===== config.mk =====
export PLATFORM = sky130hd
export DESIGN_NAME = hhg_apb_regs
export DESIGN_NICKNAME = d
export VERILOG_FILES = /design/src/hhg_pkg.sv /design/src/hhg_apb_regs.sv
export SDC_FILE = /design/constraint.sdc
export NUM_CORES = 1
export LEC_CHECK = 0
export BUFFER_PORTS_ARGS = -buffer_cell sky130_fd_sc_hd__buf_2
export CAP_MARGIN = 20
export CORE_MARGIN = 2
export CORE_UTILIZATION = 54
export CTS_BUF_LIST = sky130_fd_sc_hd__clkbuf_8
export DETAILED_ROUTE_END_ITERATION = 16
export GPL_ROUTABILITY_DRIVEN = 0
export GPL_TIMING_DRIVEN = 0
export PLACE_DENSITY = 0.91
export SYNTH_ARGS = -nofsm -noshare
export SYNTH_HDL_FRONTEND = slang
export SYNTH_SLANG_ARGS = --single-unit

===== constraint.sdc =====
create_clock -name clk_i -period 3.6 [get_ports clk_i]
set_clock_uncertainty 0.15 [all_clocks]
set_input_delay 0.54 -clock clk_i [delete_from_list [all_inputs] [get_ports clk_i]]
set_output_delay 0.54 -clock clk_i [all_outputs]
set_load 0.01 [all_outputs]

===== src/hhg_pkg.sv =====
package hhg_pkg;

  // Fixed-point format shared by all quantities
  localparam int FRAC_BITS = 16;
  localparam int DATA_W    = 32;

  // Datapath widths
  localparam int R2_W    = 2 * DATA_W;                 // sum of squares
  localparam int ROOT_W  = DATA_W;                     // r
  localparam int REM_W   = ROOT_W + 2;                 // square root remainder
  localparam int S_W     = DATA_W + 1;                 // s = r + a
  localparam int S2_W    = 2 * S_W;                    // s*s
  localparam int GM_W    = 2 * DATA_W;                 // G*M
  localparam int DEN_W   = S2_W + ROOT_W;              // s*s*r
  localparam int PROD_W  = GM_W + DATA_W;              // G*M*|pos|
  localparam int NUM_W   = PROD_W + FRAC_BITS;         // shifted numerator
  localparam int Q_W     = 35;                         // quotient bits kept
  localparam int ACC_P_W = DEN_W + 1 + Q_W;            // divider shift register
  localparam int POT_P_W = S_W + 1 + Q_W;

  localparam int SQ_STAGES  = ROOT_W;
  localparam int DIV_STAGES = Q_W;

  // Clamp limits on quotients
  localparam logic [Q_W-1:0] ACC_Q_MAX = Q_W'(64'd1 << 34);
  localparam logic [Q_W-1:0] POT_Q_MAX = Q_W'(64'd1 << 31);

  // Register indexes
  localparam logic [1:0] REG_HALO_MASS    = 2'd0;
  localparam logic [1:0] REG_SCALE_LENGTH = 2'd1;
  localparam logic [1:0] REG_GRAV_CONST   = 2'd2;

  localparam logic [DATA_W-1:0] CFG_RESET = 32'd65536;

  typedef struct packed {
    logic [DATA_W-1:0] halo_mass;
    logic [DATA_W-1:0] scale_length;
    logic [DATA_W-1:0] grav_const;
  } cfg_t;

  // Payload that rides along the square root pipeline
  typedef struct packed {
    logic [2:0][DATA_W-1:0] acc;
    logic [2:0][DATA_W-1:0] mag;
    logic [2:0]             pos_pos;
    logic [2:0]             pos_neg;
  } sq_side_t;

  typedef struct packed {
    logic [R2_W-1:0]   rad;
    logic [REM_W-1:0]  rem;
    logic [ROOT_W-1:0] root;
    sq_side_t          side;
  } sq_data_t;

  // Payload that rides along the divider pipeline
  typedef struct packed {
    logic [2:0][DATA_W-1:0] acc;
    logic [2:0]             pos_pos;
    logic [2:0]             pos_neg;
    logic                   r_nz;
    logic                   s_z;
    logic [2:0]             ovf;
    logic                   pot_ovf;
  } dv_side_t;

  typedef struct packed {
    logic [2:0][ACC_P_W-1:0] p;
    logic [DEN_W-1:0]        den;
    logic [POT_P_W-1:0]      pp;
    logic [S_W-1:0]          s;
    dv_side_t                side;
  } dv_data_t;

endpackage


===== src/hhg_apb_regs.sv =====
module hhg_apb_regs import hhg_pkg::*; (
  input  logic        clk_i,
  input  logic        rst_ni,
  input  logic        psel,
  input  logic        penable,
  input  logic        pwrite,
  input  logic [3:0]  paddr,
  input  logic [31:0] pwdata,
  output logic [31:0] prdata,
  output logic        pready,
  output cfg_t        cfg_o
);

  cfg_t       cfg_q;
  logic [1:0] idx;
  logic       wr_en;

  assign idx    = paddr[3:2];
  assign wr_en  = psel & penable & pwrite;
  assign pready = 1'b1;
  assign cfg_o  = cfg_q;

  // Register writes; indexes beyond the list are dropped
  always_ff @(posedge clk_i or negedge rst_ni) begin
    if (!rst_ni) begin
      cfg_q.halo_mass    <= CFG_RESET;
      cfg_q.scale_length <= CFG_RESET;
      cfg_q.grav_const   <= CFG_RESET;
    end else if (wr_en) begin
      unique case (idx)
        REG_HALO_MASS:    cfg_q.halo_mass    <= pwdata;
        REG_SCALE_LENGTH: cfg_q.scale_length <= pwdata;
        REG_GRAV_CONST:   cfg_q.grav_const   <= pwdata;
        default: ;
      endcase
    end
  end

  // Read mux
  always_comb begin
    unique case (idx)
      REG_HALO_MASS:    prdata = cfg_q.halo_mass;
      REG_SCALE_LENGTH: prdata = cfg_q.scale_length;
      REG_GRAV_CONST:   prdata = cfg_q.grav_const;
      default:          prdata = '0;
    endcase
  end

endmodule


==> summary.txt <==
Timing
  – Final Cycle Share: 0.732
  – Setup ws final: 0.966 ns
  – Final Setup Violations: 0
  – Crit path time final: 2.63 ns
  – Total negative slack: 0 ns
  – FMAX: 380 MHz
  – Hold Fails Final Rpt: 0
  – Max Slew Vio Count: 0
  – Max-slew headroom: 0.594
  – RSZ-0062 raised after global routing: no
  – Tightest Pin Transition: 0.609 ns

Critical path
  – Worst Setup SP: paddr[3]
  – Crit path capture type: output pin
  – CP Launch Type: input pin
  – Crit path kind: input pin to output pin
  – Critical path arrival: about 1.9 ns
  – Worst EP required: 2.91 ns
  – R2r setup slk: 2.64 ns
  – Crit Reg-Reg Startpoint: cfg_o[92]
  – CP Max Fanout: 10

Cells and area
  – Fin util: 0.710
  – Max FFs per register: 96
  – Diode count: 0
  – Footprint of the multi-input gates: ~0.0018 sq mm
  – Register Area: about 0.0024 sq mm
  – Fin nets: ~530
  – Share of post-route cells with drive strength above 1: 0.596
  – Post-route insts no fill: 600
  – Final-layout fill cell count: 580
  – Area Growth Syn to Fin: 26.6%

Floorplan
  – Top-level I/O count: 170
  – Full die area: 0.00884 sq mm
  – Placement row count: 32
  – Die height: 94.0 um
  – Core box area: 0.00781 sq mm
  – Die Wd: 94.0 um
  – Initial Utilization: 0.561

Run status
  – Run status: finished clean

Placed design
  – Port Buffer Count: 165
  – DP Worst Slack: about 0.99 ns
  – Inst Count DP: a little under 600
  – Post-DP HPWL: roughly 8200 um

Clock network
  – CTS Buffer Depth: 2
  – CTS Buf Count: 9
  – Postcts setup bufs: 0
  – Clock sinks: 96
  – Root Buffer: clkbuf_8
  – Reg clk slew, reported paths: 0.10 ns
  – CTS Hold Bufs: 0
  – CTS-repair resized insts: 0
  – H-tree depth: 3
  – Clk Latency, worst-skew pair: 0.34 ns
  – CTS tree: built

Power
  – PwrDens: approximately 570 mW/mm^2
  – Worst vdd ir: 0.307 mV
  – Leakage: 2.91 nW

Detailed routing
  – WL/cell: approximately 18 um
  – Drt initial violations: 134
  – Residual DRC: 0
  – DRT antenna net count: 0
  – Overall routed net length: 11100 um
  – First drt pass iteration count: 4
  – DR vias: 3276
  – Vias/cell: 5.46

Synth
  – EDFF count, synth: 0
  – Commonest register cell after synthesis: dfrtp_1
  – Synth warnings: 0
  – Library cells used by synthesis: 18
  – Cells after synthesis: 316
  – Largest area contributor in the netlist: dfrtp_1
  – Synth cell count leaders: dfrtp_1 (93), mux2_2 (64), mux2i_1 (32), nand2_1 (32), o21ai_0 (32)
  – Net Count, Synth: 357
  – Mapped Area: between 0.004 and 0.005 sq mm
  – Post-synthesis register bit count: 96
  – Post-synth top area share: 0.532
  – Ranking of synthesized cells by area: dfrtp_1 (53%), mux2_2 (16%), mux2_4 (10%), mux2i_1 (7.3%), o21ai_0 (3.7%)
  – Synth Area per Inst: approximately 14 sq um
  – Sequential area share after synthesis: 0.550
  – Most numerous cell in the Yosys netlist: dfrtp_1
  – Synth async-reset ratio: 1.00

Global routing
  – Largest net degree at the start of global routing: 51
  – Grt total ovfl: 0
  – Initial antenna violation count: 0
  – Total track usage: 0.261
  – First-pass GRT wire length: around 18000 um
  – Vias in the first global route: 3452

Flow run
  – Max-cap violation count: 0

Worst hold path
  – HP Class: input pin to async pin
==> cell type report <==
type	count	area share
tap	102	0.0230
timing repair buffer	166	0.154
clock inverter	6	0.00790
multi-input combinational	198	0.333
buffer	22	0.0226
sequential	96	0.434
clock buffer	10	0.0248
==> report_power, final <==
group          total, W  internal [W]  switching (W)
clock network  0.000648      0.000273       0.000375
registers       0.00154       0.00134       0.000207
logic          0.000993      0.000520       0.000474
==> placed cells by master, fill, tap and decap left out, types with 7 or more instances in the layout <==
master and instances:
buf_2 174, dfrtp_1 93, mux2_2 64, mux2i_1 32, nand2_1 32, o21ai_0 32, mux2_4 30, clkbuf_8 10
clkbuf_1 7
==> logic make-up after synthesis <==
kind of cell / count (synthesis) / synth area share
other cells: 1 / 0.000857
flops: 96 / 0.550
simple gates: 37 / 0.0383
buf+inv: 22 / 0.0286
compound gates: 32 / 0.0366
mux: 128 / 0.346
==> per-stage QoR <==
stage | power [W] | hold WS (ns) | instance area (sq um)
after floorplan | 0.00207 | 0.0944 | 4380
after global placement | 0.00250 | 0.346 | 5330
after detailed placement | 0.00256 | 0.368 | 5360
after CTS | 0.00321 | 0.0544 | 5540
after global routing | 0.00336 | 0.0704 | 5540
final | 0.00318 | 0.0399 | 5540
==> per-layer routing <==
layer,part of all wire,GRT usage,vias to the layer above,wire [um]
met4,0.013,0.0821,0,146
met1,0.41,0.328,1679,4600
li1,-,-,1464,-
met3,0.046,0.0417,14,515
met5,0,0,-,0
met2,0.53,0.461,119,5830
==> worst paths after layout <==
| check | to | cells after the start |
|---|---|---|
| worst min-delay path | cfg_o[60] | 1 |
| min in group clk_i | cfg_o[76] | 2 |
| worst min register to register | cfg_o[88] | 1 |
| worst max-delay path | prdata[15] | 7 |
| worst max register to register | cfg_o[92] | 1 |
| max in group asynchronous | cfg_o[95] | 2 |
==> worst max-delay path: stages <==
cell and delay (ns):
buf_2 0.17, nor2b_1 0.14, clkbuf_1 0.21, clkbuf_1 0.47, nand2_1 0.10, o21ai_0 0.13, buf_2 0.18
No activity file was read; power rests on OpenSTA's default activity.
