## src/hhg_pkg.sv

```systemverilog
package hhg_pkg;

  // Fixed-point format shared by all quantities
  localparam int FRAC_BITS = 16;
  localparam int DATA_W    = 32;

  // Datapath widths
  localparam int R2_W    = 2 * DATA_W;                 // sum of squares
  localparam int ROOT_W  = DATA_W;                     // r
  localparam int REM_W   = ROOT_W + 2;                 // square root remainder
  localparam int S_W     = DATA_W + 1;                 // s = r + a
  localparam int S2_W    = 2 * S_W;                    // s*s
  localparam int GM_W    = 2 * DATA_W;                 // G*M
  localparam int DEN_W   = S2_W + ROOT_W;              // s*s*r
  localparam int PROD_W  = GM_W + DATA_W;              // G*M*|pos|
  localparam int NUM_W   = PROD_W + FRAC_BITS;         // shifted numerator
  localparam int Q_W     = 35;                         // quotient bits kept
  localparam int ACC_P_W = DEN_W + 1 + Q_W;            // divider shift register
  localparam int POT_P_W = S_W + 1 + Q_W;

  localparam int SQ_STAGES  = ROOT_W;
  localparam int DIV_STAGES = Q_W;

  // Clamp limits on quotients
  localparam logic [Q_W-1:0] ACC_Q_MAX = Q_W'(64'd1 << 34);
  localparam logic [Q_W-1:0] POT_Q_MAX = Q_W'(64'd1 << 31);

  // Register indexes
  localparam logic [1:0] REG_HALO_MASS    = 2'd0;
  localparam logic [1:0] REG_SCALE_LENGTH = 2'd1;
  localparam logic [1:0] REG_GRAV_CONST   = 2'd2;

  localparam logic [DATA_W-1:0] CFG_RESET = 32'd65536;

  typedef struct packed {
    logic [DATA_W-1:0] halo_mass;
    logic [DATA_W-1:0] scale_length;
    logic [DATA_W-1:0] grav_const;
  } cfg_t;

  // Payload that rides along the square root pipeline
  typedef struct packed {
    logic [2:0][DATA_W-1:0] acc;
    logic [2:0][DATA_W-1:0] mag;
    logic [2:0]             pos_pos;
    logic [2:0]             pos_neg;
  } sq_side_t;

  typedef struct packed {
    logic [R2_W-1:0]   rad;
    logic [REM_W-1:0]  rem;
    logic [ROOT_W-1:0] root;
    sq_side_t          side;
  } sq_data_t;

  // Payload that rides along the divider pipeline
  typedef struct packed {
    logic [2:0][DATA_W-1:0] acc;
    logic [2:0]             pos_pos;
    logic [2:0]             pos_neg;
    logic                   r_nz;
    logic                   s_z;
    logic [2:0]             ovf;
    logic                   pot_ovf;
  } dv_side_t;

  typedef struct packed {
    logic [2:0][ACC_P_W-1:0] p;
    logic [DEN_W-1:0]        den;
    logic [POT_P_W-1:0]      pp;
    logic [S_W-1:0]          s;
    dv_side_t                side;
  } dv_data_t;

endpackage

```

## src/hhg_sqrt_stage.sv

```systemverilog
module hhg_sqrt_stage import hhg_pkg::*; (
  input  logic     clk_i,
  input  logic     rst_ni,
  input  logic     en_i,
  input  logic     valid_i,
  input  sq_data_t data_i,
  output logic     valid_o,
  output sq_data_t data_o
);

  logic     valid_q;
  sq_data_t data_q, data_d;

  // One result bit: bring down two radicand bits, try subtracting 4*root+1
  always_comb begin
    logic [REM_W+1:0] rem2;
    logic [REM_W+1:0] trial;
    logic             ge;
    rem2  = {data_i.rem, data_i.rad[R2_W-1 -: 2]};
    trial = {2'b00, data_i.root, 2'b01};
    ge    = rem2 >= trial;
    data_d      = data_i;
    data_d.rad  = {data_i.rad[R2_W-3:0], 2'b00};
    data_d.rem  = ge ? REM_W'(rem2 - trial) : rem2[REM_W-1:0];
    data_d.root = {data_i.root[ROOT_W-2:0], ge};
  end

  always_ff @(posedge clk_i or negedge rst_ni) begin
    if (!rst_ni) begin
      valid_q <= 1'b0;
    end else if (en_i) begin
      valid_q <= valid_i;
    end
  end

  always_ff @(posedge clk_i) begin
    if (en_i) begin
      data_q <= data_d;
    end
  end

  assign valid_o = valid_q;
  assign data_o  = data_q;

endmodule

```

## config.mk

```make
export PLATFORM = sky130hd
export DESIGN_NAME = hhg_sqrt_stage
export DESIGN_NICKNAME = d
export VERILOG_FILES = /design/src/hhg_pkg.sv /design/src/hhg_sqrt_stage.sv
export SDC_FILE = /design/constraint.sdc
export NUM_CORES = 1
export LEC_CHECK = 0
export BUFFER_PORTS_ARGS = -buffer_cell sky130_fd_sc_hd__buf_4
export CAP_MARGIN = 40
export CELL_PAD_IN_SITES_DETAIL_PLACEMENT = 2
export CELL_PAD_IN_SITES_GLOBAL_PLACEMENT = 2
export CORE_AREA = 3 3 257 259
export DETAILED_ROUTE_END_ITERATION = 8
export DIE_AREA = 0 0 260 262
export GPL_TIMING_DRIVEN = 0
export PLACE_DENSITY = 0.67
export REMOVE_ABC_BUFFERS = 1
export SYNTH_ARGS = -nofsm -noshare
export SYNTH_HDL_FRONTEND = slang
export SYNTH_SLANG_ARGS = --single-unit
```

## constraint.sdc

```tcl
create_clock -name clk_i -period 2.26 [get_ports clk_i]
set_clock_uncertainty 0.05 [all_clocks]
set_input_delay 0 -clock clk_i [delete_from_list [all_inputs] [get_ports clk_i]]
set_output_delay 0 -clock clk_i [all_outputs]
set_load 0.02 [all_outputs]
```

==> run summary <==
Die height: 262 um
Syn Inst Count: 707
Netlist cell types: 64
Met3 wire length: 5.74 mm
Total CTS buffers: 42
Final WL: 71.9 mm
Worst vdd ir: 0.000525 V
Top_reg_cell synth: edfxtp_1
Crit share post-route: 97.1%
Syn. warnings: 0
Register area share after synthesis: 79.8%
Filler cell count: 6,573
Worst skew pair latency: 0.55 ns
CP Max Fanout: 7
Routed Antenna Nets: 0
DR WL/cell: 27.2 um
Max-slew headroom: 57.3%
DR iter-0 viols: 481
Total track usage: 20.0%
Async SR Flop Fraction: 0.306%
Clk slew on worst S/H paths: 0.06 ns
Hold Crit Class: primary input to flop
CP Launch Type: primary input
Cell Pwr Density: 784 nW/um2
Vias in the first global route: 12.1k
Top cells by area, synth: edfxtp_1 80%, ha_1 3.5%, nand2_1 1.8%, o21ai_0 1.7%, inv_1 1.3%
First-pass DRT Iterations: 4
Crit path cell chain: buf_4 -> inv_1 -> ha_2 -> a21o_1 -> o41ai_4 -> o211ai_1 -> buf_4 -> a211oi_4 -> o21a_4 -> clkinv_2 -> mux2_4
Total number of vias: 10.7k
Most frequent CP cell: buf_4
Area Overhead vs Synth: 89.8%
Die width: 260 um
Placeable Area: 64,100 um2
Synth Area per Inst: 17.4 um2
H-tree levels: 2
Synthesized flop and latch total: 327
CP bufs+invs: 4
Initial core utilization: 19.2%
Endpoints failing hold: 0
Met2 wire len: 36.8 mm
Critical path endpoint category: flop
Most common cell after layout, fill and taps aside: buf_4
Max Used Layer: met5
GRT overflow: 0
Largest net degree at the start of global routing: 102
Top Family by Delay on Critical Path: compound AO/OA/AOI/OAI gates
Final setup fails: 0
Vias per cell: 4.05
Status: finished clean
Port buffer count: 658
CTS tree: yes
Post-synth EDFFs: 326
Placed Area: 18,300 um2
Worst-Margin Slew: 0.636 ns
Root buffer cell: clkbuf_16
Min Hold Slack: 0.000268 ns
WL met1: 25.7 mm
# IOs: 661
MaxCap Viol Count: 0
Routability cong.: 0.862
Clk sinks: 327
Hpwl dp: 49.7 mm
Final nets: 2,106
Die area: 68,100 um2
Slowest library cell on the worst path: o41ai_4
Post-route DRC: 0
Slew Viols, Final: 0
Final instance area: 23,300 um2
Slowest stage delay, CP: 0.36 ns
Initial antenna violation count: 30
Fmax: 456 MHz
CP arrival: 2.46 ns
Site Rows: 93
Area leader, netlist: edfxtp_1
Commonest cells after routing, fill and taps aside: 665 x buf_4, 332 x dlygate4sd3_1, 326 x edfxtp_1, 56 x nand2_1, 43 x clkbuf_16
Max Root-Sink Buffers: 3
Crit path time final: 2.19 ns
Syn Std Cell Area: 12,300 um2
First-pass GRT wire length: 96.3 mm
RSZ-0062 raised after global routing: true
Req. time, crit path: 2.52 ns
Share of post-route cells with drive strength above 1: 43.7%
Critical path class: primary input to flop
Synth top area share: 79.6%
LEAKAGE: 9.73 nW
worst min-delay path, stage by stage:
cell	delay, ns
buf_4	0.10
ha_4	0.15
xor2_1	0.07
o21ai_0	0.16
final cells by class:
cell class,instances,area [um2],area share (%)
sequential,327,9810,42.1
timing repair buffer,1003,8460,36.2
multi-input combinational,323,2390,10.3
clock buffer,49,1080,4.62
tap,855,1070,4.58
clock inverter,22,317,1.36
inverter,43,163,0.697
antenna,19,47.5,0.204
what timing repair did:
action | CTS | global route
setup endpoints to repair | 35 | 34
buffers inserted | 6 | 2
cloned | 1 | 1
hold buffers | 325 | 7
resized for setup | 8 | 22
hold endpoints to repair | 374 | 6
pin swaps | 4 | 4
registers in the layout, indices dropped and copies added, names as in the netlist:
register / flops
data_o: 326
valid_o: 1
cell families after synthesis:
kind of cell             Yosys count  share of synthesized area [%]
flip-flops                       327                           79.8
AO/OA/AOI/OAI                    133                           7.58
AND/OR/NAND/NOR                  120                           4.56
buffers and inverters             59                           2.10
adder cells (fa/ha/maj)           34                           3.46
XOR/XNOR                          27                           1.92
multiplexers                       6                          0.539
other                              1                         0.0305
synth_stat cells, drive strengths merged, types with 2 or more instances:
master  count
mux2i       4
nor3       10
a21boi      2
ha         34
edfxtp    326
xor2       13
o41ai       3
xnor2      14
o21ai      46
o31a        2
nand2b      5
a21oi      28
and2        5
a31o        2
nand2      58
o21a        3
a211oi      2
and3        5
inv        42
buf         9
o31ai       5
nand4       7
o211ai      3
nand3       6
a31oi       5
mux2        2
clkbuf      7
nor2       18
a21o       20
o221ai      2
per-stage QoR:
step	cells	TNS, ns	utilization [%]	setup slack, ns	power, W
2_1_floorplan	692	-26.17	-	-1.03	0.00883
3_3_place_gp	2205	-559.79	28.4	-2.69	0.0107
3_5_place_dp	2209	-34.20	28.6	-1.18	0.0107
4_1_cts	2612	0	36.0	0.0195	0.0184
5_1_grt	2637	-0.00992	36.4	-0.00992	0.0190
6_report	2641	0	36.4	0.0663	0.0183
where the power goes:
part	leakage (nW)	total, W	internal [W]	switching (W)
registers	3.20	0.00752	0.00730	0.000211
clock network	0.664	0.00703	0.00422	0.00282
logic	5.86	0.00376	0.00171	0.00205
path summary, 6_finish.rpt:
kind / startpoint / endpoint / slack [ns] / depth (start not counted)
setup reg to reg: valid_o / valid_o / 1.42 / 1
hold reg to reg: valid_o / valid_o / 0.52 / 1
min in group asynchronous: rst_ni / valid_o / 0.27 / 3
hold / removal: data_i[230] / data_o[232] / 0.0003 / 4
max in group asynchronous: rst_ni / valid_o / 1.77 / 3
setup / recovery: data_i[205] / data_o[257] / 0.07 / 11
metal layers:
metal / up-vias / track usage (%)
met4: 20 / 9.45
met3: 111 / 7.37
met5: - / 0
met2: 400 / 35.7
met1: 5380 / 20.7
li1: 4782 / -
No activity file was read; power rests on OpenSTA's default activity.
