**src/hhg_pkg.sv**
```systemverilog
package hhg_pkg;

  // Fixed-point format shared by all quantities
  localparam int FRAC_BITS = 16;
  localparam int DATA_W    = 32;

  // Datapath widths
  localparam int R2_W    = 2 * DATA_W;                 // sum of squares
  localparam int ROOT_W  = DATA_W;                     // r
  localparam int REM_W   = ROOT_W + 2;                 // square root remainder
  localparam int S_W     = DATA_W + 1;                 // s = r + a
  localparam int S2_W    = 2 * S_W;                    // s*s
  localparam int GM_W    = 2 * DATA_W;                 // G*M
  localparam int DEN_W   = S2_W + ROOT_W;              // s*s*r
  localparam int PROD_W  = GM_W + DATA_W;              // G*M*|pos|
  localparam int NUM_W   = PROD_W + FRAC_BITS;         // shifted numerator
  localparam int Q_W     = 35;                         // quotient bits kept
  localparam int ACC_P_W = DEN_W + 1 + Q_W;            // divider shift register
  localparam int POT_P_W = S_W + 1 + Q_W;

  localparam int SQ_STAGES  = ROOT_W;
  localparam int DIV_STAGES = Q_W;

  // Clamp limits on quotients
  localparam logic [Q_W-1:0] ACC_Q_MAX = Q_W'(64'd1 << 34);
  localparam logic [Q_W-1:0] POT_Q_MAX = Q_W'(64'd1 << 31);

  // Register indexes
  localparam logic [1:0] REG_HALO_MASS    = 2'd0;
  localparam logic [1:0] REG_SCALE_LENGTH = 2'd1;
  localparam logic [1:0] REG_GRAV_CONST   = 2'd2;

  localparam logic [DATA_W-1:0] CFG_RESET = 32'd65536;

  typedef struct packed {
    logic [DATA_W-1:0] halo_mass;
    logic [DATA_W-1:0] scale_length;
    logic [DATA_W-1:0] grav_const;
  } cfg_t;

  // Payload that rides along the square root pipeline
  typedef struct packed {
    logic [2:0][DATA_W-1:0] acc;
    logic [2:0][DATA_W-1:0] mag;
    logic [2:0]             pos_pos;
    logic [2:0]             pos_neg;
  } sq_side_t;

  typedef struct packed {
    logic [R2_W-1:0]   rad;
    logic [REM_W-1:0]  rem;
    logic [ROOT_W-1:0] root;
    sq_side_t          side;
  } sq_data_t;

  // Payload that rides along the divider pipeline
  typedef struct packed {
    logic [2:0][DATA_W-1:0] acc;
    logic [2:0]             pos_pos;
    logic [2:0]             pos_neg;
    logic                   r_nz;
    logic                   s_z;
    logic [2:0]             ovf;
    logic                   pot_ovf;
  } dv_side_t;

  typedef struct packed {
    logic [2:0][ACC_P_W-1:0] p;
    logic [DEN_W-1:0]        den;
    logic [POT_P_W-1:0]      pp;
    logic [S_W-1:0]          s;
    dv_side_t                side;
  } dv_data_t;

endpackage

```
**src/hhg_div_stage.sv**
```systemverilog
module hhg_div_stage import hhg_pkg::*; (
  input  logic     clk_i,
  input  logic     rst_ni,
  input  logic     en_i,
  input  logic     valid_i,
  input  dv_data_t data_i,
  output logic     valid_o,
  output dv_data_t data_o
);

  logic     valid_q;
  dv_data_t data_q, data_d;

  // One restoring quotient bit for the three axis lanes and the potential lane
  always_comb begin
    logic [ACC_P_W-1:0] sh;
    logic [DEN_W:0]     hi;
    logic [POT_P_W-1:0] psh;
    logic [S_W:0]       phi;
    data_d = data_i;
    for (int i = 0; i < 3; i++) begin
      sh = {data_i.p[i][ACC_P_W-2:0], 1'b0};
      hi = sh[ACC_P_W-1:Q_W];
      if (hi >= {1'b0, data_i.den}) begin
        hi    = hi - {1'b0, data_i.den};
        sh[0] = 1'b1;
      end
      data_d.p[i] = {hi, sh[Q_W-1:0]};
    end
    psh = {data_i.pp[POT_P_W-2:0], 1'b0};
    phi = psh[POT_P_W-1:Q_W];
    if (phi >= {1'b0, data_i.s}) begin
      phi    = phi - {1'b0, data_i.s};
      psh[0] = 1'b1;
    end
    data_d.pp = {phi, psh[Q_W-1:0]};
  end

  always_ff @(posedge clk_i or negedge rst_ni) begin
    if (!rst_ni) begin
      valid_q <= 1'b0;
    end else if (en_i) begin
      valid_q <= valid_i;
    end
  end

  always_ff @(posedge clk_i) begin
    if (en_i) begin
      data_q <= data_d;
    end
  end

  assign valid_o = valid_q;
  assign data_o  = data_q;

endmodule

```
**config.mk**
```make
export PLATFORM = sky130hd
export DESIGN_NAME = hhg_div_stage
export DESIGN_NICKNAME = d
export VERILOG_FILES = /design/src/hhg_pkg.sv /design/src/hhg_div_stage.sv
export SDC_FILE = /design/constraint.sdc
export NUM_CORES = 1
export LEC_CHECK = 0
export BUFFER_PORTS_ARGS = -buffer_cell sky130_fd_sc_hd__buf_4
export CAP_MARGIN = 20
export CORE_AREA = 2 2 548 550
export CTS_CLUSTER_SIZE = 12
export DETAILED_ROUTE_END_ITERATION = 10
export DIE_AREA = 0 0 550 552
export RECOVER_POWER = 50
export REMOVE_ABC_BUFFERS = 1
export SLEW_MARGIN = 40
export SYNTH_ARGS = -nofsm -noshare
export SYNTH_HDL_FRONTEND = slang
export SYNTH_SLANG_ARGS = --single-unit
```
**constraint.sdc**
```tcl
create_clock -name clk_i -period 0.8 [get_ports clk_i]
set_input_delay 0.04 -clock clk_i [delete_from_list [all_inputs] [get_ports clk_i]]
set_output_delay 0.04 -clock clk_i [all_outputs]
set_load 0.02 [all_outputs]
```
==> impl_summary.md <==
Yosys
Summing the areas of all xor and xnor instances in the mapped netlist gives under 10% of the synthesized area. For this run, asynchronously set or reset flops after synthesis account for 0.141%. The sequential fraction of the synthesis area is ~47%. Synthesis produced around 4600 cells. Counting instances in the post-synthesis netlist gives the leading cell types as sky130_fd_sc_hd__edfxtp_1 (710), sky130_fd_sc_hd__a21oi_1 (596), sky130_fd_sc_hd__nand2_1 (425). Each instance of the synthesized netlist takes up on average 9.91 um2. The most instantiated flip-flop cell in the synthesis netlist is sky130_fd_sc_hd__edfxtp_1. By area, the combinational part of the netlist is dominated by compound AO/OA/AOI/OAI gates. The fraction of the mapped netlist area in compound gates is about a fifth. By area the synthesized netlist is led by sky130_fd_sc_hd__edfxtp_1 (47%), sky130_fd_sc_hd__ha_1 (9.0%), sky130_fd_sc_hd__a21oi_1 (6.6%), sky130_fd_sc_hd__xnor2_1 (3.6%), sky130_fd_sc_hd__nand2_1 (3.5%).

sky130_fd_sc_hd__edfxtp_1 is the most common cell in the netlist. The biggest area contributor in the post-synthesis netlist is sky130_fd_sc_hd__edfxtp_1. For this run, the number of Yosys warnings is 0. Measured against the total synthesized area, the mux share comes to 1.13%. Summed over its instances, the top area cell type makes up between 40% and 50% of the synthesized netlist area. In this run, distinct cell masters in the synthesized netlist total 96.

After Yosys synthesis, and, or, nand and nor cells account for around an eighth of the synthesized area. The count of flip-flops with a built-in enable after synthesis is 710. The synthesized design contains 711 register bits.

The area of the mapped netlist is roughly 45000 um2. Of the total synthesized cell area, the portion taken by full adders, half adders and majority gates is 9.20%.

Status
The final reports fail on hold timing, setup timing. The run finished, with violations left.

Worst hold path
The class of the worst hold path is in -> reg.

Clock tree
The clock root buffer master is sky130_fd_sc_hd__clkbuf_16. TritonCTS built the clock tree. CTS built an H-tree with a depth of 3. The CTS sink count is 711.

The insertion delay of the later-clocked pin in the worst-skew pair is ~0.76 ns. Buffers inserted during clock tree synthesis total about 100. After clock tree synthesis, the clock-pin slew on the worst setup and hold paths is ~0.050 ns.

The longest clock path from root to sink contains 4 buffers.

Floorplan
The count of standard-cell rows is about 200. The die covers ~300000 um2. The floorplan step set the die height to 552 um. The boundary pin count is between 1000 and 1500. In this run the standard cell core region covers slightly below 300000 um2.

The starting utilization of the core area is 15.2%. Measured along the x axis, the die boundary spans roughly 550 um.

Critical path
The kind of launch point of the worst setup path is an input port. The category of cells accounting for the largest share of critical-path delay is compound AO/OA/AOI/OAI gates. By startpoint and endpoint, the worst setup path is classified as in -> reg. The kind of end point of the critical path is a flop. The data required time at the worst endpoint is between 1 and 1.5 ns. Together, buffers and inverters on the worst path number 8. The arrival time at the worst endpoint is between 3 and 4 ns. The biggest fanout along the worst timing path is 10. The signal on the critical path passes through clkbuf_1 > inv_2 > buf_12 > ha_2 > buf_4 > a2111o_1 > buf_6 > o21ai_4 > a211oi_4 > a211oi_2 > buf_6 > o31a_4 > o21ai_4 > a31o_4 > a211o_4 > buf_4 > bufbuf_16 > nor2_1 > a21oi_1. The largest single stage delay on the critical path is between 0.3 and 0.4 ns. Among all stages on the critical path, the largest delay is contributed by sky130_fd_sc_hd__a211o_4. In this run the register-to-register setup slack is 0 ns.

Detailed routing
The first routing iteration left ~4100 violations. In the final routed layout, each cell accounts on average for 29.4 um. The number of iterations in the first detailed-routing pass is 6.

The via density per instance is about 4.3. The antenna violation net count after detailed routing is 0. The total wire length after detailed routing is about 380000 um. For this run, design rule violations remaining after detail routing come to 0. For this block, the via count after detailed routing is ~56000.

STA
At the pin with the least slew margin, the transition time is between 1 and 1.5 ns. The number of max-slew violations in the final report is 0. The count of final hold-check violations is 74. The worst hold-check slack is -0.537 ns. The final setup slack of the worst path is -2.53 ns. The post-layout minimum cycle time is roughly 3.3 ns.

The final worst-path cycle share is 416%. Across the routed clock network, the largest skew measured is 0 ns. For this run, the top clock speed supported by timing is between 300 and 400 MHz. Headroom to the max-slew limit came out at about a third.

The number of failing setup endpoints in the final timing report is about 1700. Setup repair after global routing could not meet its margin everywhere.

Pwr
The total power divided by cell area is roughly 1700 nW/um2. The total power draw is about 160 mW. The maximum VDD drop is ~1.6 mV. Summed over all cells, the static leakage comes to a little over 40 nW.

Layout
The utilization after layout is 31.8%. In the final design database the tool counted roughly 9900 nets. The area added between synthesis and finish is 109%. Cells with a size suffix above 1 make up 47.3% of the layout. The final standard cell count with taps included and fillers excluded is ~13000.

Global routing
The initial antenna violation count is 192. The number of global-route vias before repair came to 55300. In the global route stage, overall resource usage came out at between 20% and 30%.

Entering global routing, the biggest net connects between 40 and 50 pins. The wire length of the first global-routing pass is just under 500000 um. Summed over all layers, the global routing overflow is 0.

Placement
The detailed placement HPWL is around 310000 um. The last weighted congestion value of the routability-driven placer is just under 1. Once placement completed, the tool counted placed cells totaling approximately 12000.

Buffers placed on the I/O ports in this run total 1420.

Flow run
Max-cap violations in this run came to 0.
-- state kept, by name (all words and copies together), names as in the netlist --
name     flops
valid_o      1
data_o     710
-- cells by family after synthesis --
kind of cell	count (synthesis)
AOI/OAI and AO/OA	1479
xor gates and xnor gates	307
adders and majority gates	331
buffers and inverters	429
DFF	711
muxes	46
and+or+nand+nor	1271
-- layout make-up --
| cell class | count | area [um2] |
|---|---|---|
| fillers | 30900 | 203000 |
| multi-input cells | 3434 | 26300 |
| clock buffers | 119 | 2700 |
| inverters | 238 | 1040 |
| well taps | 3958 | 4950 |
| repair buffers | 4381 | 37600 |
| diodes | 80 | 200 |
| clock inverters | 62 | 557 |
| flip-flops and latches | 711 | 21300 |
-- per-layer routing --
layer | wire (um) | GRT usage (%) | vias up
met2 | 189000 | 42.2 | 2341
met3 | 27900 | 6.03 | 712
met1 | 135000 | 24.7 | 27100
met4 | 28700 | 14.9 | 62
met5 | 404 | 0 | -
li1 | - | - | 25700
-- report_power, final --
part	internal, mW	switching, mW
Clock	26.4	19.9
Sequential	46.6	1.96
Combinational	32.2	37.1
Total	105	58.9
-- path summary, 6_finish.rpt --
kind / start / to / depth (start not counted)
max in group asynchronous: rst_ni / valid_o / 3
min reg2reg: valid_o / valid_o / 1
min: data_i[211] / data_o[211] / 1
min in group asynchronous: rst_ni / valid_o / 3
max reg2reg: valid_o / valid_o / 1
max: data_i[213] / data_o[345] / 19
-- timing repair --
item,CTS,global route
gates cloned,23,26
gates resized for setup,615,465
setup buffers,101,90
endpoints found under the hold margin,1419,287
endpoints found under the setup margin,1046,1102
hold buffers,928,83
pin swaps,167,206
-- through the flow --
step | cell area [um2] | TNS (ns) | setup slack [ns]
final | 94800 | -1387.72 | -2.53
after global routing | 94700 | -1426.76 | -2.60
after CTS | 91100 | -1244.68 | -2.32
after detailed placement | 74100 | -1334.37 | -4.06
after global placement | 74100 | -1323.26 | -4.08
after floorplan | 44400 | -2286.20 | -13.17
-- layout by cell type, fill, tap and decap left out, types with 43 or more instances in the layout --
master and n:
sky130_fd_sc_hd__o21bai_1 75, sky130_fd_sc_hd__buf_4 3100, sky130_fd_sc_hd__o21ai_2 51, sky130_fd_sc_hd__nand4_1 112, sky130_fd_sc_hd__ha_1 237, sky130_fd_sc_hd__dlygate4sd3_1 981
sky130_fd_sc_hd__nand2b_1 43, sky130_fd_sc_hd__clkbuf_16 124, sky130_fd_sc_hd__xnor2_1 174, sky130_fd_sc_hd__a21o_1 159, sky130_fd_sc_hd__diode_2 80, sky130_fd_sc_hd__xor2_1 114
sky130_fd_sc_hd__edfxtp_1 710, sky130_fd_sc_hd__nor2_2 57, sky130_fd_sc_hd__nor2_1 300, sky130_fd_sc_hd__inv_1 194, sky130_fd_sc_hd__nand3_1 70, sky130_fd_sc_hd__o21ai_0 199
sky130_fd_sc_hd__a21oi_1 467, sky130_fd_sc_hd__a21oi_2 114, sky130_fd_sc_hd__ha_4 79, sky130_fd_sc_hd__nand2_1 388, sky130_fd_sc_hd__o21ai_1 82, sky130_fd_sc_hd__nor3_1 53
sky130_fd_sc_hd__buf_12 80, sky130_fd_sc_hd__buf_6 83
Power figures use the tool's default switching activity.
